$ cat src/hw/rtl/frp_pkg.sv
// frp_pkg: shared types and constants for the framed packet receiver
// no dependencies; imported by every module of the block
package frp_pkg;

	localparam logic [7:0] HEAD_BYTE        = 8'hAA;
	localparam logic [7:0] MAX_PAYLOAD_LEN  = 8'd249;
	localparam logic [7:0] OWN_ADDR_RESET   = 8'd98;
	localparam logic [7:0] BCAST_ADDR_RESET = 8'd255;

	typedef enum logic [1:0] {
		KIND_PAYLOAD   = 2'd0,
		KIND_FRAME_OK  = 2'd1,
		KIND_FRAME_BAD = 2'd2
	} result_kind_t;

	typedef enum logic {
		CFG_OWN_ADDR   = 1'b0,
		CFG_BCAST_ADDR = 1'b1
	} cfg_reg_t;

	typedef struct packed {
		logic [7:0] own_addr;
		logic [7:0] bcast_addr;
	} addr_cfg_t;

	typedef struct packed {
		result_kind_t kind;
		logic [7:0]   value;
		logic [7:0]   position;
		logic [7:0]   destination;
		logic [7:0]   func_code;
		logic [7:0]   length;
	} result_t;

endpackage

$ cat src/hw/rtl/frp_channels.sv
// frp_channels: valid/ready channel interfaces of the framed packet receiver
// no dependencies; used by the top level and the input and output stages
interface frp_rx_if;
	logic       valid;
	logic       ready;
	logic [7:0] rx_byte;

	modport source (output valid, output rx_byte, input ready);
	modport sink (input valid, input rx_byte, output ready);
endinterface

interface frp_res_if;
	logic       valid;
	logic       ready;
	logic [1:0] result_kind;
	logic [7:0] payload_byte;
	logic [7:0] payload_position;
	logic [7:0] frame_destination;
	logic [7:0] frame_function;
	logic [7:0] frame_length;

	modport source (output valid, output result_kind, output payload_byte,
		output payload_position, output frame_destination, output frame_function,
		output frame_length, input ready);
	modport sink (input valid, input result_kind, input payload_byte,
		input payload_position, input frame_destination, input frame_function,
		input frame_length, output ready);
endinterface

interface frp_cfg_if;
	logic       valid;
	logic       ready;
	logic       addr;
	logic [7:0] data;

	modport source (output valid, output addr, output data, input ready);
	modport sink (input valid, input addr, input data, output ready);
endinterface

$ cat src/hw/rtl/frp_in_stage.sv
// frp_in_stage: input register of the framed packet receiver
// depends on frp_pkg and frp_channels
module frp_in_stage import frp_pkg::*; (
	input  logic       clk,
	input  logic       arst_n,
	frp_rx_if.sink     rx,
	input  logic       advance,
	output logic       valid_s1,
	output logic [7:0] byte_s1
);

	logic take;

	// slot frees when the held byte moves on this cycle
	assign rx.ready = !valid_s1 || advance;
	assign take     = rx.valid && rx.ready;

	always_ff @(posedge clk or negedge arst_n) begin
		if (!arst_n) begin
			valid_s1 <= 1'b0;
		end else if (rx.ready) begin
			valid_s1 <= rx.valid;
		end
	end

	always_ff @(posedge clk) begin
		if (take) begin
			byte_s1 <= rx.rx_byte;
		end
	end

endmodule

$ cat src/hw/rtl/frp_parser.sv
// frp_parser: frame state machine with the two running checksums
// depends on frp_pkg
module frp_parser import frp_pkg::*; (
	input  logic       clk,
	input  logic       arst_n,
	input  addr_cfg_t  cfg,
	input  logic       step,
	input  logic [7:0] byte_s1,
	output logic       res_valid,
	output result_t    res
);

	typedef enum logic [6:0] {
		ST_IDLE = 7'b0000001,
		ST_DEST = 7'b0000010,
		ST_FUNC = 7'b0000100,
		ST_LEN  = 7'b0001000,
		ST_DATA = 7'b0010000,
		ST_SUM1 = 7'b0100000,
		ST_SUM2 = 7'b1000000
	} state_t;

	state_t     state_q, state_d;
	logic [7:0] remaining_q, remaining_d;
	logic [7:0] index_q, index_d;
	logic [7:0] dest_q, dest_d;
	logic [7:0] func_q, func_d;
	logic [7:0] len_q, len_d;
	logic [7:0] sum_q, sum_d;
	logic [7:0] sos_q, sos_d;
	logic       match_q, match_d;
	logic       acc;
	logic       restart;
	logic [7:0] sum_new;
	logic [7:0] sos_new;
	logic [7:0] rem_dec;

	assign rem_dec = remaining_q - 8'd1;
	assign sum_new = (restart ? 8'd0 : sum_q) + byte_s1;
	assign sos_new = (restart ? 8'd0 : sos_q) + sum_new;

	always_comb begin
		state_d     = state_q;
		remaining_d = remaining_q;
		index_d     = index_q;
		dest_d      = dest_q;
		func_d      = func_q;
		len_d       = len_q;
		match_d     = match_q;
		acc         = 1'b0;
		restart     = 1'b0;
		res_valid   = 1'b0;
		res         = '{kind: KIND_PAYLOAD, value: 8'd0, position: 8'd0,
			destination: dest_q, func_code: func_q, length: len_q};
		unique case (state_q)
			ST_IDLE: begin
				if (byte_s1 == HEAD_BYTE) begin
					state_d = ST_DEST;
					restart = 1'b1;
					acc     = 1'b1;
				end
			end
			ST_DEST: begin
				if (byte_s1 == cfg.own_addr || byte_s1 == cfg.bcast_addr) begin
					dest_d  = byte_s1;
					acc     = 1'b1;
					state_d = ST_FUNC;
				end else begin
					state_d = ST_IDLE;
				end
			end
			ST_FUNC: begin
				func_d  = byte_s1;
				acc     = 1'b1;
				state_d = ST_LEN;
			end
			ST_LEN: begin
				if (byte_s1 <= MAX_PAYLOAD_LEN) begin
					len_d       = byte_s1;
					remaining_d = byte_s1;
					index_d     = 8'd0;
					acc         = 1'b1;
					state_d     = (byte_s1 == 8'd0) ? ST_SUM1 : ST_DATA;
				end else begin
					state_d = ST_IDLE;
				end
			end
			ST_DATA: begin
				acc          = 1'b1;
				index_d      = index_q + 8'd1;
				remaining_d  = rem_dec;
				if (rem_dec == 8'd0) begin
					state_d = ST_SUM1;
				end
				res_valid    = 1'b1;
				res.value    = byte_s1;
				res.position = index_q;
			end
			ST_SUM1: begin
				match_d = (byte_s1 == sum_q);
				state_d = ST_SUM2;
			end
			ST_SUM2: begin
				state_d   = ST_IDLE;
				res_valid = 1'b1;
				res.kind  = (match_q && byte_s1 == sos_q) ? KIND_FRAME_OK : KIND_FRAME_BAD;
			end
			default: begin
				state_d = ST_IDLE;
			end
		endcase
		sum_d = acc ? sum_new : sum_q;
		sos_d = acc ? sos_new : sos_q;
	end

	always_ff @(posedge clk or negedge arst_n) begin
		if (!arst_n) begin
			state_q     <= ST_IDLE;
			remaining_q <= 8'd0;
			index_q     <= 8'd0;
			dest_q      <= 8'd0;
			func_q      <= 8'd0;
			len_q       <= 8'd0;
			sum_q       <= 8'd0;
			sos_q       <= 8'd0;
			match_q     <= 1'b0;
		end else if (step) begin
			state_q     <= state_d;
			remaining_q <= remaining_d;
			index_q     <= index_d;
			dest_q      <= dest_d;
			func_q      <= func_d;
			len_q       <= len_d;
			sum_q       <= sum_d;
			sos_q       <= sos_d;
			match_q     <= match_d;
		end
	end

`ifndef SYNTH
	// payload phase always has bytes left to take
	a_data_nonzero: assert property (@(posedge clk) disable iff (!arst_n)
		(state_q == ST_DATA) |-> (remaining_q != 8'd0))
		else $error("payload phase with no bytes left");

	// position plus remaining count equals the declared length
	a_data_count: assert property (@(posedge clk) disable iff (!arst_n)
		(state_q == ST_DATA) |-> (8'(index_q + remaining_q) == len_q))
		else $error("payload counters out of step with length");

	// the running-sum byte always closes the frame
	a_sum2_closes: assert property (@(posedge clk) disable iff (!arst_n)
		(step && state_q == ST_SUM2) |=> (state_q == ST_IDLE))
		else $error("frame not closed after running-sum byte");
`endif

endmodule

$ cat src/hw/rtl/frp_out_reg.sv
// frp_out_reg: result register driving the result channel
// depends on frp_pkg and frp_channels
module frp_out_reg import frp_pkg::*; (
	input  logic    clk,
	input  logic    arst_n,
	input  logic    load,
	input  result_t res_d,
	output logic    advance,
	frp_res_if.source res
);

	logic    valid_q;
	result_t res_q;

	// free when empty or being drained this cycle
	assign advance = !valid_q || res.ready;

	always_ff @(posedge clk or negedge arst_n) begin
		if (!arst_n) begin
			valid_q <= 1'b0;
		end else if (advance) begin
			valid_q <= load;
		end
	end

	always_ff @(posedge clk) begin
		if (load && advance) begin
			res_q <= res_d;
		end
	end

	assign res.valid             = valid_q;
	assign res.result_kind       = res_q.kind;
	assign res.payload_byte      = res_q.value;
	assign res.payload_position  = res_q.position;
	assign res.frame_destination = res_q.destination;
	assign res.frame_function    = res_q.func_code;
	assign res.frame_length      = res_q.length;

`ifndef SYNTH
	// a new result never lands on one still waiting
	a_no_overwrite: assert property (@(posedge clk) disable iff (!arst_n)
		(valid_q && !res.ready) |-> !load)
		else $error("result loaded into a stalled register");
`endif

endmodule

$ cat src/hw/rtl/framed_packet_receiver_dual_sum.sv
// framed_packet_receiver_dual_sum: top level of the framed packet receiver
// depends on frp_pkg, frp_channels, frp_in_stage, frp_parser, frp_out_reg
//
// usage
//   rx  : received bytes, one per transaction (valid/ready)
//   res : results, one per payload byte and one status per finished frame
//   cfg : register writes (addr 0 own address, addr 1 broadcast address),
//         always ready, to be written only while no frame byte is in flight
// a frame is head 0xAA, destination, function, length (at most 249),
// payload bytes, sum byte, running-sum byte; a byte that breaks the sequence
// drops it back to waiting for a head and is discarded
// timing
//   every byte is registered in an input stage; when the parser steps on it,
//   the parser state and the checksums update and any result lands in the
//   output register in the same cycle, so res valid rises once the byte has
//   passed the input stage and the output register
//   one byte per cycle sustained while res is not held off
// stall: when res is held off, the output register and the input stage fill
//   and rx.ready drops; nothing is lost or repeated
// reset: arst_n clears the parser to waiting for head, the checksums and
//   header fields to zero, both stages empty, addresses to 98 and 255
module framed_packet_receiver_dual_sum import frp_pkg::*; (
	input  logic      clk,
	input  logic      arst_n,
	frp_rx_if.sink    rx,
	frp_res_if.source res,
	frp_cfg_if.sink   cfg
);

	addr_cfg_t  addr_cfg_q;
	logic       advance;
	logic       valid_s1;
	logic [7:0] byte_s1;
	logic       step;
	logic       res_valid;
	result_t    res_d;

	// configuration writes never stall
	assign cfg.ready = 1'b1;

	always_ff @(posedge clk or negedge arst_n) begin
		if (!arst_n) begin
			addr_cfg_q.own_addr   <= OWN_ADDR_RESET;
			addr_cfg_q.bcast_addr <= BCAST_ADDR_RESET;
		end else if (cfg.valid) begin
			unique case (cfg_reg_t'(cfg.addr))
				CFG_OWN_ADDR:   addr_cfg_q.own_addr   <= cfg.data;
				CFG_BCAST_ADDR: addr_cfg_q.bcast_addr <= cfg.data;
				default:        addr_cfg_q            <= addr_cfg_q;
			endcase
		end
	end

	// input register
	frp_in_stage u_in_stage (
		.clk      (clk),
		.arst_n   (arst_n),
		.rx       (rx),
		.advance  (advance),
		.valid_s1 (valid_s1),
		.byte_s1  (byte_s1)
	);

	// a held byte is consumed whenever the result register can take its result
	assign step = valid_s1 && advance;

	frp_parser u_parser (
		.clk       (clk),
		.arst_n    (arst_n),
		.cfg       (addr_cfg_q),
		.step      (step),
		.byte_s1   (byte_s1),
		.res_valid (res_valid),
		.res       (res_d)
	);

	// result register
	frp_out_reg u_out_reg (
		.clk     (clk),
		.arst_n  (arst_n),
		.load    (step && res_valid),
		.res_d   (res_d),
		.advance (advance),
		.res     (res)
	);

endmodule

$ cat src/flat_wrapper.sv
// flat-port wrapper written by rule: the top's interface ports become plain ports
module framed_packet_receiver_dual_sum_flat import frp_pkg::*;
  (clk, arst_n, rx_valid, rx_rx_byte, rx_ready, res_valid, res_result_kind, res_payload_byte, res_payload_position, res_frame_destination, res_frame_function, res_frame_length, res_ready, cfg_valid, cfg_addr, cfg_data, cfg_ready);
  frp_rx_if rx_i ();
  frp_res_if res_i ();
  frp_cfg_if cfg_i ();
  input  logic clk;
  input  logic arst_n;
  input wire logic [$bits(rx_i.valid)-1:0] rx_valid;
  input wire logic [$bits(rx_i.rx_byte)-1:0] rx_rx_byte;
  output wire logic [$bits(rx_i.ready)-1:0] rx_ready;
  output wire logic [$bits(res_i.valid)-1:0] res_valid;
  output wire logic [$bits(res_i.result_kind)-1:0] res_result_kind;
  output wire logic [$bits(res_i.payload_byte)-1:0] res_payload_byte;
  output wire logic [$bits(res_i.payload_position)-1:0] res_payload_position;
  output wire logic [$bits(res_i.frame_destination)-1:0] res_frame_destination;
  output wire logic [$bits(res_i.frame_function)-1:0] res_frame_function;
  output wire logic [$bits(res_i.frame_length)-1:0] res_frame_length;
  input wire logic [$bits(res_i.ready)-1:0] res_ready;
  input wire logic [$bits(cfg_i.valid)-1:0] cfg_valid;
  input wire logic [$bits(cfg_i.addr)-1:0] cfg_addr;
  input wire logic [$bits(cfg_i.data)-1:0] cfg_data;
  output wire logic [$bits(cfg_i.ready)-1:0] cfg_ready;
  assign rx_i.valid = rx_valid;
  assign rx_i.rx_byte = rx_rx_byte;
  assign rx_ready = rx_i.ready;
  assign res_valid = res_i.valid;
  assign res_result_kind = res_i.result_kind;
  assign res_payload_byte = res_i.payload_byte;
  assign res_payload_position = res_i.payload_position;
  assign res_frame_destination = res_i.frame_destination;
  assign res_frame_function = res_i.frame_function;
  assign res_frame_length = res_i.frame_length;
  assign res_i.ready = res_ready;
  assign cfg_i.valid = cfg_valid;
  assign cfg_i.addr = cfg_addr;
  assign cfg_i.data = cfg_data;
  assign cfg_ready = cfg_i.ready;
  framed_packet_receiver_dual_sum u_core (.clk(clk), .arst_n(arst_n), .rx(rx_i), .res(res_i), .cfg(cfg_i));
endmodule
$ cat config.mk
export PLATFORM = sky130hd
export DESIGN_NAME = framed_packet_receiver_dual_sum_flat
export DESIGN_NICKNAME = d
export VERILOG_FILES = /design/src/hw/rtl/frp_pkg.sv /design/src/hw/rtl/frp_channels.sv /design/src/hw/rtl/frp_in_stage.sv /design/src/hw/rtl/frp_parser.sv /design/src/hw/rtl/frp_out_reg.sv /design/src/hw/rtl/framed_packet_receiver_dual_sum.sv /design/src/flat_wrapper.sv
export SDC_FILE = /design/constraint.sdc
export NUM_CORES = 1
export LEC_CHECK = 0
export ABC_AREA = 1
export BUFFER_PORTS_ARGS = -buffer_cell sky130_fd_sc_hd__buf_2
export CAP_MARGIN = 5
export CELL_PAD_IN_SITES_DETAIL_PLACEMENT = 0
export CELL_PAD_IN_SITES_GLOBAL_PLACEMENT = 2
export CORE_MARGIN = 2
export CORE_UTILIZATION = 35
export CTS_BUF_LIST = sky130_fd_sc_hd__clkbuf_4 sky130_fd_sc_hd__clkbuf_8 sky130_fd_sc_hd__clkbuf_16
export DETAILED_ROUTE_END_ITERATION = 16
export PLACE_DENSITY_LB_ADDON = 0.12
export SLEW_MARGIN = 5
export SYNTH_ARGS = -nofsm -noshare
export SYNTH_HDL_FRONTEND = slang
export SYNTH_SLANG_ARGS = --single-unit
$ cat constraint.sdc
create_clock -name clk -period 9.75 [get_ports clk]
set_clock_uncertainty 0.05 [all_clocks]
set_input_delay 1.95 -clock clk [delete_from_list [all_inputs] [get_ports clk]]
set_output_delay 1.95 -clock clk [all_outputs]
set_load 0.005 [all_outputs]
# Word-level counts from Yosys, hierarchy flattened
# Index checks and enable logic that the tools add are counted.
[word_totals]
regBits = 132
latch_bits = 0
ramBits = 0
romBits = 0
input_bits = 22
out_inout_bits = 45
elab_cells = 84
n_memories = 0
[classes]
addsub = 4
n_mul = 0
div_mod_pow = 0
n_lt_le_gt_ge = 1
eq_ne = 15
shifts = 0
n_mux = 19
n_bitwise = 1
reduce_logical = 24
[ops]
columns = ["cell", "count"]
rows = [
  ["$pmux W7 S6", 1],
  ["$eq A8 B8 Y1", 4],
  ["$mux W8", 4],
  ["$pmux W8 S2", 2],
  ["$add A8 B8 Y8", 2],
  ["$logic_not A8 Y1", 2],
  ["$mux W7", 2],
  ["$mux W6", 2],
  ["$reduce_and A3 Y1", 4],
  ["$reduce_and A2 Y1", 5],
  ["$add A8 B1 Y8 const B", 1],
  ["$eq A8 B8 Y1 const B", 1],
  ["$le A8 B8 Y1 const B", 1],
  ["$sub A8 B1 Y8 const B", 1],
  ["$eq A7 B1 Y1 const B", 1],
  ["$eq A7 B2 Y1 const B", 1],
  ["$eq A7 B3 Y1 const B", 1],
  ["$eq A7 B4 Y1 const B", 1],
  ["$eq A7 B5 Y1 const B", 1],
  ["$eq A7 B6 Y1 const B", 1],
  ["$eq A7 B7 Y1 const B", 1],
  ["$ne A2 B2 Y1 const B", 3],
  ["$logic_and A1 B1 Y1", 5],
  ["$mux W1", 5],
  ["other kinds (8)", 12],
]

# Depth between registers and ports, before layout
# Gate-level depths: netlist of run 1.
[depth]
word_depth = 6
mapped_depth = 25
ltp_nobuf = 23

# Modules after synthesis
# A second synthesis of run 1 with hierarchy kept.
[unflattened]
cells_unflattened = 695
hier_area_um2 = 6486.2
[modules_own_cells]
columns = ["module", "instances", "cells_per_inst", "area_each_um2", "seq_area_each_um2"]
rows = [
  ["frp_parser", 1, 557, 4191.5, 1602.8],
  ["frp_out_reg", 1, 48, 1306.3, 1286.2],
  ["framed_packet_receiver_dual_sum", 1, 76, 703.2, 414.1],
  ["frp_in_stage", 1, 14, 285.3, 265.3],
]

# Least setup slack after synthesis of run 1
# Ideal clock, no wire load.
[synth_path]
path_type = "input to register"
from = "input res_ready"
to = "register u_core.u_out_reg.res_q, in the netlist u_core.u_out_reg.res.frame_destination[0], enable pin"
setup_ps = 441
arrival_time_ps = 4118
required_time_ps = 9259
setup_slack_ps = 5141
stages = 4
n_path_buf = 0
cell_sequence = "inv_1 a21oi_1 inv_2 nor2_1"
[synth_between]
elab_chain_cells = 4
[synth_lines]
columns = ["item", "line", "source"]
rows = [
  ["start, declared", "flat_wrapper.sv:19", "input wire logic [$bits(res_i.ready)-1:0] res_ready;"],
  ["$logic_or A1 B1 Y1 (*)", "frp_out_reg.sv:16", "assign advance = !valid_q || res.ready;"],
  ["$logic_and A1 B1 Y1", "framed_packet_receiver_dual_sum.sv:65", "assign step = valid_s1 && advance;"],
  ["$logic_and A1 B1 Y1", "framed_packet_receiver_dual_sum.sv:81", ".load (step && res_valid),"],
  ["$logic_and A1 B1 Y1 (*)", "frp_out_reg.sv:27", "if (load && advance) begin"],
  ["end signal, assigned", "frp_out_reg.sv:28", "res_q <= res_d;"],
  ["end, declared", "frp_out_reg.sv:13", "result_t res_q;"],
]
# Mark *: on every way between the ends. The rest lies on a longest branch, timed or not.
# A chain may end at the register's enable or synchronous reset.

# Worst setup path in the final report of run 1
[layout_path]
from = "input res_ready"
to = "output rx_ready"
[layout_between]
elab_chain_cells = 2
[layout_lines]
columns = ["item", "line", "source"]
rows = [
  ["$logic_or A1 B1 Y1", "frp_out_reg.sv:16", ""],
  ["$logic_or A1 B1 Y1", "frp_in_stage.sv:15", "assign rx.ready = !valid_s1 || advance;"],
  ["end, declared", "flat_wrapper.sv:11", "output wire logic [$bits(rx_i.ready)-1:0] rx_ready;"],
]
# Every way passes these cells.

==> results of run 1 <==
==> logic make-up (layout without fill, tap and decap cells) <==
group | count (synthesis) | after routing | synth area share
and+or+nand+nor | 270 | 270 | 0.184
DFF | 132 | 132 | 0.552
AOI/OAI and AO/OA | 116 | 116 | 0.101
buffers and inverters | 111 | 187 | 0.0757
xor gates and xnor gates | 35 | 35 | 0.0474
adders and majority gates | 19 | 19 | 0.0391
other | 1 | 1 | 0.000580
==> layer usage <==
metal	share of wire	global-route usage	wire length (um)	vias up
met5	0	0	0	-
met4	0.0072	0.0379	111	0
met3	0.031	0.0393	485	7
met2	0.50	0.293	7720	69
met1	0.46	0.214	7150	2282
li1	-	-	-	2366
==> where the power goes <==
part	internal, mW	leakage, nW	switching, mW
clock network	0.400	0.298	0.267
logic	0.183	1.66	0.279
registers	0.685	1.37	0.0681
total	1.27	3.33	0.614
==> per-stage QoR <==
step	area (sq um)	std cells	hold slack [ns]
final	7570	989	0.398
after global routing	7570	989	0.408
after CTS	7570	989	0.398
after detailed placement	6950	957	0.386
after global placement	6950	957	0.381
after floorplan	6460	684	0.369
==> cell usage after synthesis, types with 2 or more instances <==
master and n:
a21oi_1 17, a31oi_1 2, buf_2 4, buf_4 9
buf_6 4, clkbuf_1 6, dfrtp_1 70, dfstp_2 12
edfxtp_1 50, fa_1 2, ha_1 17, inv_1 75
inv_2 10, nand2_1 135, nand2_2 3, nand3_1 26
nand3_2 4, nand4_1 9, nor2_1 70, nor2_4 3
nor3_1 7, nor4_1 5, o211ai_1 6, o21a_1 7
o21ai_0 59, o21ai_1 13, o22ai_1 5, o31ai_1 3
or2_1 2, or2_2 3, xnor2_1 14, xor2_1 21
==> area by class of cell <==
type,instances,area [sq um]
Clock buffer,19,453
Multi-Input combinational cell,441,2410
Inverter,86,325
Sequential cell,132,3570
Clock inverter,13,164
Fill cell,1799,10500
Tap cell,229,287
Timing Repair Buffer,69,358
==> worst max-delay path, stage by stage <==
cell,delay [ns]
buf_2,0.09
inv_1,0.07
nand3_1,0.11
buf_2,0.15
==> cell usage in the layout (no fill, tap or decap), types with 9 or more instances in the layout <==
cell | synthesis | final
xnor2_1 | 14 | 14
clkbuf_16 | 0 | 17
edfxtp_1 | 50 | 50
nand4_1 | 9 | 9
nand3_1 | 26 | 26
inv_1 | 75 | 75
nand2_1 | 135 | 135
o21ai_1 | 13 | 13
a21oi_1 | 17 | 17
inv_2 | 10 | 10
xor2_1 | 21 | 21
ha_1 | 17 | 17
buf_2 | 4 | 64
dfrtp_1 | 70 | 70
dfstp_2 | 12 | 12
nor2_1 | 70 | 69
o21ai_0 | 59 | 59
==> worst max-delay path by stage <==
stage | to | slack, ns | cells after the start | startpoint
after global routing | u_core.u_parser.sos_q[7]$_DFFE_PN0P_ | 5.10 | 23 | u_core.u_in_stage.byte_s1[1]$_DFFE_PP_
after CTS | rx_ready | 5.36 | 4 | res_ready
after detailed placement | rx_ready | 5.37 | 4 | res_ready
final | rx_ready | 5.37 | 4 | res_ready
after global placement | rx_ready | 5.39 | 4 | res_ready
after floorplan | u_core.u_out_reg.res.frame_destination[0]$_DFFE_PP_ | 5.14 | 4 | res_ready
==> flip-flops by register name, summed over array words and instances, names as in the netlist <==
signal	count
u_core.u_in_stage.byte_s1	8
u_core.u_out_reg.res.frame_length	8
u_core.u_out_reg.res.frame_function	8
u_core.u_parser.dest_q	8
u_core.u_out_reg.res.frame_destination	8
u_core.u_parser.remaining_q	8
u_core.u_parser.sos_q	8
u_core.u_parser.sum_q	8
u_core.u_out_reg.res.result_kind	2
u_core.u_parser.state_q	7
u_core.addr_cfg_q	16
u_core.u_out_reg.res.payload_position	8
u_core.u_parser.len_q	8
u_core.u_in_stage.valid_s1	1
u_core.u_parser.func_q	8
u_core.u_parser.match_q	1
u_core.u_out_reg.res.valid	1
u_core.u_out_reg.res.payload_byte	8
u_core.u_parser.index_q	8
==> summary.txt, run 1 <==
Status
  • Status: completed

Layout
  • Diodes inserted: 0
  • Area grow syn2layout: 17.1%
  • Share of cells above drive strength 1: 0.188
  • Final net count: 788
  • Post-route core utilization: 0.420

Clock network
  • CTS Hold Bufs: 0
  • # Post-CTS Setup Buffers: 0
  • Clock transition at path regs: 0.06 ns
  • Post-cts resize count: 0
  • Worst-Skew Late Latency: 0.42 ns
  • Max Buffers Root-to-Sink: 2
  • Number of H-tree levels: 4
  • CTS buffer count: 17
  • Clk Tree Root Cell: clkbuf_16
  • CTS tree: yes
  • CTS Sinks: 132

Power
  • Final Total Pwr: 1.88 mW
  • Cell leakage power: 3.33 nW
  • Peak VDD IR: 0.000125 V
  • Pwr per Cell Area: 249 mW/mm^2

Route
  • Final wirelength: 15.5 mm
  • Via count: 4724
  • Post-DR wirelength/cell: 15.6 um
  • Vias per inst: 4.78
  • DRC viols: 0
  • DRT antenna net count: 0
  • DRT iter0 DRCs: 232
  • Drt pass-1 iters: 4

Critical path
  • Startpoint types: input pin
  • Worst R2R End: u_core.u_parser.sos_q[7]$_DFFE_PN0P_
  • Reg-to-Reg Start: u_core.u_in_stage.byte_s1[1]$_DFFE_PP_
  • CP Capture Type: output pin
  • Reg2Reg Depth: 23
  • Flop-to-flop setup slack: 5.59 ns
  • Data arrival, critical path: 2.38 ns
  • Type of the worst setup path: input pin to output pin
  • Required time of the critical path: 7.75 ns
  • Worst Path Max Fanout: 3

Synthesis
  • Post-synth EDFFs: 50
  • Post-Syn Area: 0.00646 sq mm
  • Gate Count Post-Synth: 684
  • Syn Nets: 725
  • Area leader, netlist: dfrtp_1
  • Asr flop ratio synth: 0.621
  • Mean Syn Cell Area: 9.45 sq um
  • Synth cell types: 43
  • Area share of the largest cell type after synthesis: 0.271
  • Main synth FF type: dfrtp_1
  • Yosys warns: 0
  • Number of synthesized register bits: 132
  • Synth top area cells: dfrtp_1 27%, edfxtp_1 23%, nand2_1 7.8%
  • Sequential-to-total area share from yosys stat: 0.552

Timing
  • Tmin final: 4.38 ns
  • Least-Margin Pin Slew: 0.775 ns
  • Fin crit share: 0.449
  • Final Max Tran Viols: 0
  • Worst Setup Slack, final: 5.37 ns
  • Final setup viols: 0
  • Max Clk Rate: 0.228 GHz
  • Unrepaired setup endpoints after global routing: false
  • Final Hold Vio Count: 0
  • Slew Limit Headroom: 0.482
  • Final setup TNS: 0 ns

Global routing
  • Initial antenna violation count: 0
  • Tot GR Track Use: 0.168
  • Wire length of the first global-routing pass: 25.4 mm
  • Largest net degree at the start of global routing: 45
  • Total grt overflow: 0
  • Vias in the first global route: 4811

Min path
  • HP Class: register to register
  • Hold path depth: 0
  • Worst Hold Path EP: u_core.u_out_reg.res.frame_length[7]$_DFFE_PP_
  • Hold_sp: u_core.u_parser.len_q[7]$_DFFE_PN0P_

Placed design
  • Pre-CTS setup slack: 5.37 ns
  • Port bufs: 65
  • Placer congestion estimate: 0.785
  • Post-DP HPWL: 11.3 mm

Floorplan
  • Die width: 140 um
  • Die H: 140 um
  • Ports: 67
  • Initial Util: 0.359
  • Die Area: 0.0196 sq mm
  • Site Rows: 49
  • Area of the core: 0.0180 sq mm

Flow run
  • Max-cap viol count: 0
Power figures use the tool's default switching activity.
==> inputs of run 2 (changes only) <==
Settings changed: CORE_UTILIZATION 35 to 34.
Clock period 9.75 ns to 3.54 ns, I/O delays scaled along.
==> run 2 against run 1 <==
Compared with the run above: worst setup slack worse by 5.3 ns; register-to-register slack got worse by 5.5 ns; count of clock-buffer cells in the layout shrank 2; clock power grew to 2.5 times the previous value; core utilization down 0.12 points; combinational power grew to 3.4 times the previous value; critical endpoint is now u_core.u_parser.sos_q[7]$_DFFE_PN0P_; largest cell class unchanged; largest power group unchanged; highest routed layer unchanged.
==> summary.txt, run 2 (synthesized netlist as in run 1, its figures left out) <==
Floorplan
  • Site Rows: 50 (+2.0%)
  • Die H: 142 um (+1.4%)
  • Die width: 142 um (+1.4%)
  • Initial Util: 0.346 (-0.0130)
  • Area of the core: 0.0187 sq mm (+3.8%)
  • Ports: 67 (unchanged)
  • Die Area: 0.0201 sq mm (+2.9%)

Layout
  • Layout fillers: 1857 (+3.2%)
  • Final net count: 813 (+3.2%)
  • Area grow syn2layout: 21.2%
  • Most common cell after layout, fill and taps aside: nand2_1
  • Most frequent cells in the layout: 133 x nand2_1, 73 x inv_1, 70 x dfrtp_1
  • Max reg flops: 16 (unchanged)
  • Diodes inserted: 0 (unchanged)
  • Share of cells above drive strength 1: 0.239 (+0.0513)
  • Final instance area: 0.00783 sq mm (+3.5%)
  • Non-Filler Instances: 1019 (+3.0%)
  • Largest Register: u_core.addr_cfg_q
  • Post-route core utilization: 0.419 (-0.00116)
  • FF/Latch Area: 0.00357 sq mm (unchanged)
  • Multi-input logic area: 0.00251 sq mm (+4.0%)

Route
  • DRT iter0 DRCs: 243 (+4.7%)
  • Drt pass-1 iters: 4 (unchanged)
  • DRT antenna net count: 0 (unchanged)
  • Post-DR wirelength/cell: 15.6 um (-0.33%)
  • DRC viols: 0 (unchanged)
  • Via count: 4804 (+1.7%)
  • Final wirelength: 15.9 mm (+2.7%)
  • Vias per inst: 4.71 (-1.3%)

Clock network
  • Worst-Skew Late Latency: 0.42 ns (about the same)
  • CTS Sinks: 132 (unchanged)
  • CTS tree: yes
  • Number of H-tree levels: 4 (unchanged)
  • Clk Tree Root Cell: clkbuf_16
  • CTS buffer count: 17 (unchanged)
  • Max Buffers Root-to-Sink: 2 (unchanged)
  • Clock transition at path regs: 0.07 ns (about the same)

Timing
  • Final Max Tran Viols: 0 (unchanged)
  • Max Clk Rate: 0.290 GHz
  • Tmin final: 3.45 ns
  • Least-Margin Pin Slew: 1.08 ns (+0.301 ns)
  • Final Hold Vio Count: 0 (unchanged)
  • Unrepaired setup endpoints after global routing: true
  • Final setup viols: 0 (unchanged)
  • Slew Limit Headroom: 0.283 (-0.200)
  • Fin crit share: 0.974
  • Hold WS: 0.400 ns (+0.00273 ns)

Power
  • Peak VDD IR: 0.000349 V (+180%)
  • Final Total Pwr: 5.31 mW (+180%)
  • Cell leakage power: 3.44 nW (+3.5%)
  • Clock Power Share: 0.319 (-0.035)
  • Int Pwr: 3.50 mW (+180%)
  • Net Sw Power: 1.81 mW (+190%)
  • Flop pwr share: 0.387 (-0.013)
  • Sw frac: 0.341 (+0.0148)
  • Pwr per Cell Area: 677 mW/mm^2 (+170%)
  • Combinational share of power: 0.295 (+0.049)

Flow run
  • Max-cap viol count: 0 (unchanged)

Status
  • Status: completed

Critical path
  • CP max-delay cell: dfstp_2
  • Type of the worst setup path: register to register
  • CP Capture Type: register
  • Required time of the critical path: 3.85 ns (-3.90 ns)
  • Largest stage delay, worst path: 0.56 ns (+0.41 ns)
  • Top Family by Delay on Critical Path: simple AND/OR/NAND/NOR gates
  • Data arrival, critical path: 3.76 ns (+1.38 ns)
  • Worst Path Max Fanout: 3 (unchanged)
  • Bufs and invs on worst path: 3 (unchanged)
  • Startpoint types: register
  • Critical-path cell list: inv_2, nor2_2, nand2_1, nor2_2, nand2_1, inv_2, nor2_2, ha_2, fa_2, nand3_2, nand2_2, a21oi_2, nor2_1, nor2_1, xnor2_1, ha_1, a21oi_2, o21ai_1, a31oi_1, inv_1, nand3_1, nand3_1, nand2_1

Global routing
  • Tot GR Track Use: 0.169 (+0.000404)
  • Total grt overflow: 0 (unchanged)
  • Vias in the first global route: 4898 (+1.8%)
  • Wire length of the first global-routing pass: 25.8 mm (+1.7%)
  • Initial antenna violation count: 0 (unchanged)
  • Largest net degree at the start of global routing: 80 (+78%)

Placed design
  • Placer congestion estimate: 0.791 (+0.83%)
  • Placed Area: 0.00714 sq mm (+2.6%)
  • # placed instances: 984 (+2.8%)
  • Post-DP HPWL: 11.1 mm (-1.3%)
  • Port bufs: 65 (unchanged)

Min path
  • HP Class: register to register
-- run 2: cell types whose count changed in the layout (fill, tap and decap cells not counted), sizes merged --
| cell | delta |
|---|---|
| buf | +25 |
| inv | +1 |
| clkinv | +3 |
| clkbuf | -2 |
| bufinv | -2 |
-- run 2: power by group through the flow --
stage                     Sequential, mW  Clock, mW  Combinational (mW)
final                               2.05       1.69                1.56
after CTS                           2.05       1.73                1.41
after global routing                2.08       1.79                1.79
after floorplan                     2.03          0                1.03
after detailed placement            2.08          0                1.40
after global placement              2.07          0                1.39
-- run 2: layout make-up --
cell class / count / area share
inverter: 86 / 0.0415
sequential: 132 / 0.456
timing repair buffer: 94 / 0.0722
tap: 234 / 0.0374
clock inverter: 15 / 0.0185
multi-input combinational: 441 / 0.320
clock buffer: 17 / 0.0543
-- run 2: path summary, 6_finish.rpt --
path / start / endpoint / slack, ns / cells after the start
max reg2reg: u_core.u_parser.state_q[0]$_DFFE_PN1P_ / u_core.u_parser.sos_q[7]$_DFFE_PN0P_ / 0.09 / 23
min reg2reg: u_core.u_parser.func_q[0]$_DFFE_PN0P_ / u_core.u_out_reg.res.frame_function[0]$_DFFE_PP_ / 0.40 / 0
max in group asynchronous: arst_n / u_core.addr_cfg_q[13]$_DFFE_PN1P_ / 2.22 / 2
max: u_core.u_parser.state_q[0]$_DFFE_PN1P_ / u_core.u_parser.sos_q[7]$_DFFE_PN0P_ / 0.09 / 23
min: u_core.u_parser.func_q[0]$_DFFE_PN0P_ / u_core.u_out_reg.res.frame_function[0]$_DFFE_PP_ / 0.40 / 0
min in group asynchronous: arst_n / u_core.u_parser.func_q[2]$_DFFE_PN0P_ / 0.42 / 1
-- run 2: per-stage QoR --
stage	setup slack, ns	TNS [ns]
finish	0.0929	0
global route	-0.217	-0.301
CTS	0.0194	0
detailed placement	0.00582	0
global placement	0.0450	0
floorplan	0.0220	0
-- run 2: what timing repair did --
| action | CTS | global route |
|---|---|---|
| hold endpoints to repair | 0 | 0 |
| setup buffers | 0 | 3 |
| resized for setup | 1 | 25 |
| pin swaps | 0 | 22 |
| hold buffers | 0 | 0 |
| cloned | 0 | 0 |
| endpoints found under the setup margin | 1 | 5 |
-- run 2: per-layer routing --
metal / vias up / track usage / part of all wire
met5: - / 0 / 0
met4: 0 / 0.0621 / 0.018
met1: 2279 / 0.224 / 0.47
met2: 92 / 0.273 / 0.47
met3: 20 / 0.0348 / 0.036
li1: 2413 / - / -
-- run 2: worst reg2reg max path: cells and delay by family, from the launching register on --
kind,cells,cell delay (ns)
AND/OR/NAND/NOR,12,1.00
buffers and inverters,3,0.20
AO/OA/AOI/OAI,4,0.52
flip-flops,1,0.56
XOR/XNOR,1,0.16
adder cells (fa/ha/maj),3,0.91
==> inputs of run 3 (changes only) <==
Settings changed: CORE_UTILIZATION 34 to 33, SLEW_MARGIN 5 to default, SYNTH_HIERARCHICAL from default to 1.
==> run 3 against run 2 <==
Compared with the run above: critical path depth fell by 2; largest power group is now combinational logic; clock power rose by 7%; non-clock buffer count fell by 9; die area rose by 3.3%; synthesized cell count rose by 1.6%; largest cell class unchanged; combinational power rose by 38%.
==> summary.txt, run 3 <==
Floorplan
  • Site Rows: 51 (+2.0%)
  • Initial Util: 0.334 (-0.0112)
  • Area of the core: 0.0194 sq mm (+3.7%)
  • Die H: 144 um (+1.6%)
  • Ports: 67 (unchanged)
  • Die width: 144 um (+1.6%)
  • Die Area: 0.0208 sq mm (+3.3%)

Power
  • Peak VDD IR: 0.000397 V (+14%)
  • Pwr per Cell Area: 770 mW/mm^2 (+14%)
  • Cell leakage power: 3.50 nW (+1.7%)

Layout
  • Max reg flops: 16 (unchanged)
  • Largest Register: u_core/addr_cfg_q
  • Area grow syn2layout: 20.9%
  • Diodes inserted: 0 (unchanged)
  • Multi-input logic area: 0.00254 sq mm (+1.4%)
  • Final net count: 816 (+0.37%)
  • Non-Filler Instances: 1053 (+3.3%)
  • Most frequent cells in the layout: 155 x nand2_1, 70 x dfrtp_1, 67 x nor2_1
  • Share of cells above drive strength 1: 0.220 (-0.0199)
  • Most common cell after layout, fill and taps aside: nand2_1
  • Layout fillers: 1963 (+5.7%)
  • FF/Latch Area: 0.00357 sq mm (unchanged)

Synthesis
  • Post-Syn Area: 0.00649 sq mm (+0.35%)
  • Main synth FF type: dfrtp_1
  • Commonest cells post-synth: 156 x nand2_1, 70 x dfrtp_1, 68 x nor2_1, 65 x inv_1, 50 x edfxtp_1
  • Number of synthesized register bits: 132 (unchanged)
  • Area share of the largest cell type after synthesis: 0.270 (-0.000941)
  • Area leader, netlist: dfrtp_1
  • Sequential-to-total area share from yosys stat: 0.550 (-0.00192)
  • Asr flop ratio synth: 0.621 (unchanged)
  • Synth top area cells: dfrtp_1 27%, edfxtp_1 23%, nand2_1 9.0%
  • Gate Count Post-Synth: 695 (+1.6%)
  • Yosys warns: 6 (+6)
  • Mean Syn Cell Area: 9.33 sq um (-1.2%)
  • Syn Nets: 736 (+1.5%)
  • Synth cell types: 50 (+16%)
  • Count leader, synth: nand2_1
  • Post-synth EDFFs: 50 (unchanged)

Placed design
  • Placer congestion estimate: 0.795 (+0.49%)
  • Post-DP HPWL: 11.1 mm (-0.14%)
  • # placed instances: 1018 (+3.5%)
  • Port bufs: 65 (unchanged)

Critical path
  • Data arrival, critical path: 3.49 ns (-0.27 ns)
  • Bufs and invs on worst path: 2 (-1)
  • Critical-path cell list: inv_1, nor2_1, nand2_1, nor2_2, nand2_1, inv_2, nor2_1, ha_1, fa_2, nand3_1, nand2_1, xor2_2, ha_4, a21oi_1, a21boi_2, o21ai_0, nand2_1, nand2_1, nand3_1, nand3_1, nand2_1
  • Largest stage delay, worst path: 0.55 ns (about the same)
  • CP max-delay cell: dfstp_2
  • Startpoint types: register
  • Crit path top cell by count: nand2_1
  • Required time of the critical path: 3.80 ns (-0.05 ns)
  • Worst Path Max Fanout: 4 (+1)
  • CP Capture Type: register
  • Top Family by Delay on Critical Path: simple AND/OR/NAND/NOR gates
  • Type of the worst setup path: register to register

Timing
  • Max Clk Rate: 0.310 GHz (+6.8%)
  • Final Max Tran Viols: 0 (unchanged)
  • Unrepaired setup endpoints after global routing: false
  • Slew Limit Headroom: 0.459 (+0.176)
  • Tmin final: 3.23 ns (-0.219 ns)
  • Least-Margin Pin Slew: 0.812 ns (-0.265 ns)
  • Final Hold Vio Count: 0 (unchanged)
  • Final setup viols: 0 (unchanged)
  • Final setup TNS: 0 ns (unchanged)
  • Fin crit share: 0.912 (-0.0619)

Clock network
  • Clk Tree Root Cell: clkbuf_16
  • CTS Sinks: 132 (unchanged)
  • Max Buffers Root-to-Sink: 2 (unchanged)
  • Number of H-tree levels: 4 (unchanged)
  • CTS tree: yes
  • CTS buffer count: 17 (unchanged)
  • CTS Hold Bufs: 0 (unchanged)
  • Worst-Skew Late Latency: 0.42 ns (about the same)
  • Clock transition at path regs: 0.07 ns (about the same)

Route
  • Vias per inst: 4.58 (-2.9%)
  • DRC viols: 0 (unchanged)
  • Drt pass-1 iters: 5 (+1)
  • Final wirelength: 15.6 mm (-1.8%)
  • Via count: 4821 (+0.35%)
  • Post-DR wirelength/cell: 14.8 um (-4.9%)
  • DRT iter0 DRCs: 250 (+2.9%)
  • DRT antenna net count: 0 (unchanged)

Global routing
  • Grt met1 use: 0.217 (-0.00687)
  • Initial antenna violation count: 0 (unchanged)
  • Vias in the first global route: 4780 (-2.4%)
  • Tot GR Track Use: 0.163 (-0.00558)
  • Grt met3 use: 0.0321 (-0.00264)
  • Total grt overflow: 0 (unchanged)
  • Gr busiest metal: met2
  • Largest net degree at the start of global routing: 43 (-46%)
  • Wire length of the first global-routing pass: 25.5 mm (-1.3%)
  • Met2 Use GR: 0.270 (-0.00345)

Min path
  • HP Class: input pin to asynchronous set/reset pin

Flow run
  • Max-cap viol count: 0 (unchanged)

Status
  • Status: completed
[run 3: kinds of logic after synthesis]
kind of cell,Yosys count,share of synthesized area
xor gates and xnor gates,34,0.0459
DFF,132,0.550
adders and majority gates,19,0.0390
AOI/OAI and AO/OA,98,0.0841
buffers and inverters,101,0.0718
and+or+nand+nor,310,0.209
other,1,0.000578
[run 3: routing by layer]
| layer | vias to the layer above | routed length [um] |
|---|---|---|
| met3 | 13 | 503 |
| li1 | 2446 | - |
| met4 | 0 | 214 |
| met1 | 2275 | 7530 |
| met5 | - | 0 |
| met2 | 87 | 7360 |
[run 3: worst reg2reg max path, cell delays in order, from the launching register on]
cell and delay (ns):
dfstp_2 0.55, inv_1 0.07, nor2_1 0.08, nand2_1 0.07
nor2_2 0.12, nand2_1 0.11, inv_2 0.09, nor2_1 0.05
ha_1 0.21, fa_2 0.38, nand3_1 0.08, nand2_1 0.10
xor2_2 0.18, ha_4 0.30, a21oi_1 0.06, a21boi_2 0.16
o21ai_0 0.15, nand2_1 0.06, nand2_1 0.08, nand3_1 0.08
nand3_1 0.08, nand2_1 0.05
[run 3: path summary, 6_finish.rpt]
path | cells past startpoint | startpoint | slack (ns) | to
max in group asynchronous | 2 | arst_n | 2.53 | u_core/u_parser/index_q[5]$_DFFE_PN0P_
setup reg to reg | 21 | u_core/u_parser/state_q[0]$_DFFE_PN1P_ | 0.31 | u_core/u_parser/sos_q[7]$_DFFE_PN0P_
hold reg to reg | 0 | u_core/u_parser/dest_q[6]$_DFFE_PN0P_ | 0.40 | u_core/u_out_reg/res.frame_destination[6]$_DFFE_PP_
hold / removal | 1 | arst_n | 0.16 | u_core/addr_cfg_q[10]$_DFFE_PN0P_
min in group clk | 0 | u_core/u_parser/dest_q[6]$_DFFE_PN0P_ | 0.40 | u_core/u_out_reg/res.frame_destination[6]$_DFFE_PP_
setup / recovery | 21 | u_core/u_parser/state_q[0]$_DFFE_PN1P_ | 0.31 | u_core/u_parser/sos_q[7]$_DFFE_PN0P_
[run 3: report_power, final]
| group | switching [mW] | internal, mW | total [mW] |
|---|---|---|---|
| combinational | 1.27 | 0.883 | 2.16 |
| sequential | 0.181 | 1.91 | 2.09 |
| clock | 0.780 | 1.02 | 1.80 |
[run 3: layout make-up]
type,instances,share of cell area
clock buffers,17,0.0543
repair buffers,85,0.0625
multi-input cells,462,0.325
well taps,265,0.0423
flip-flops and latches,132,0.455
clock inverters,15,0.0231
inverters,77,0.0381
[run 3: timing repair]
item	in CTS	in global routing
cloned	0	0
resized for setup	1	15
endpoints found under the setup margin	1	3
buffers inserted	0	3
pin swaps	0	5
[run 3: per-stage QoR]
stage	hold slack (ns)	utilization	setup WS, ns	instance area [sq um]	total power, mW
final	0.163	0.404	0.312	7840	6.04
after global routing	0.189	0.404	0.0168	7840	6.51
after CTS	0.180	0.399	0.0738	7740	5.95
after detailed placement	0.385	0.368	0.0286	7130	4.12
after global placement	0.382	0.368	0.0809	7130	4.11
after floorplan	0.362	-	0.0730	6490	3.62
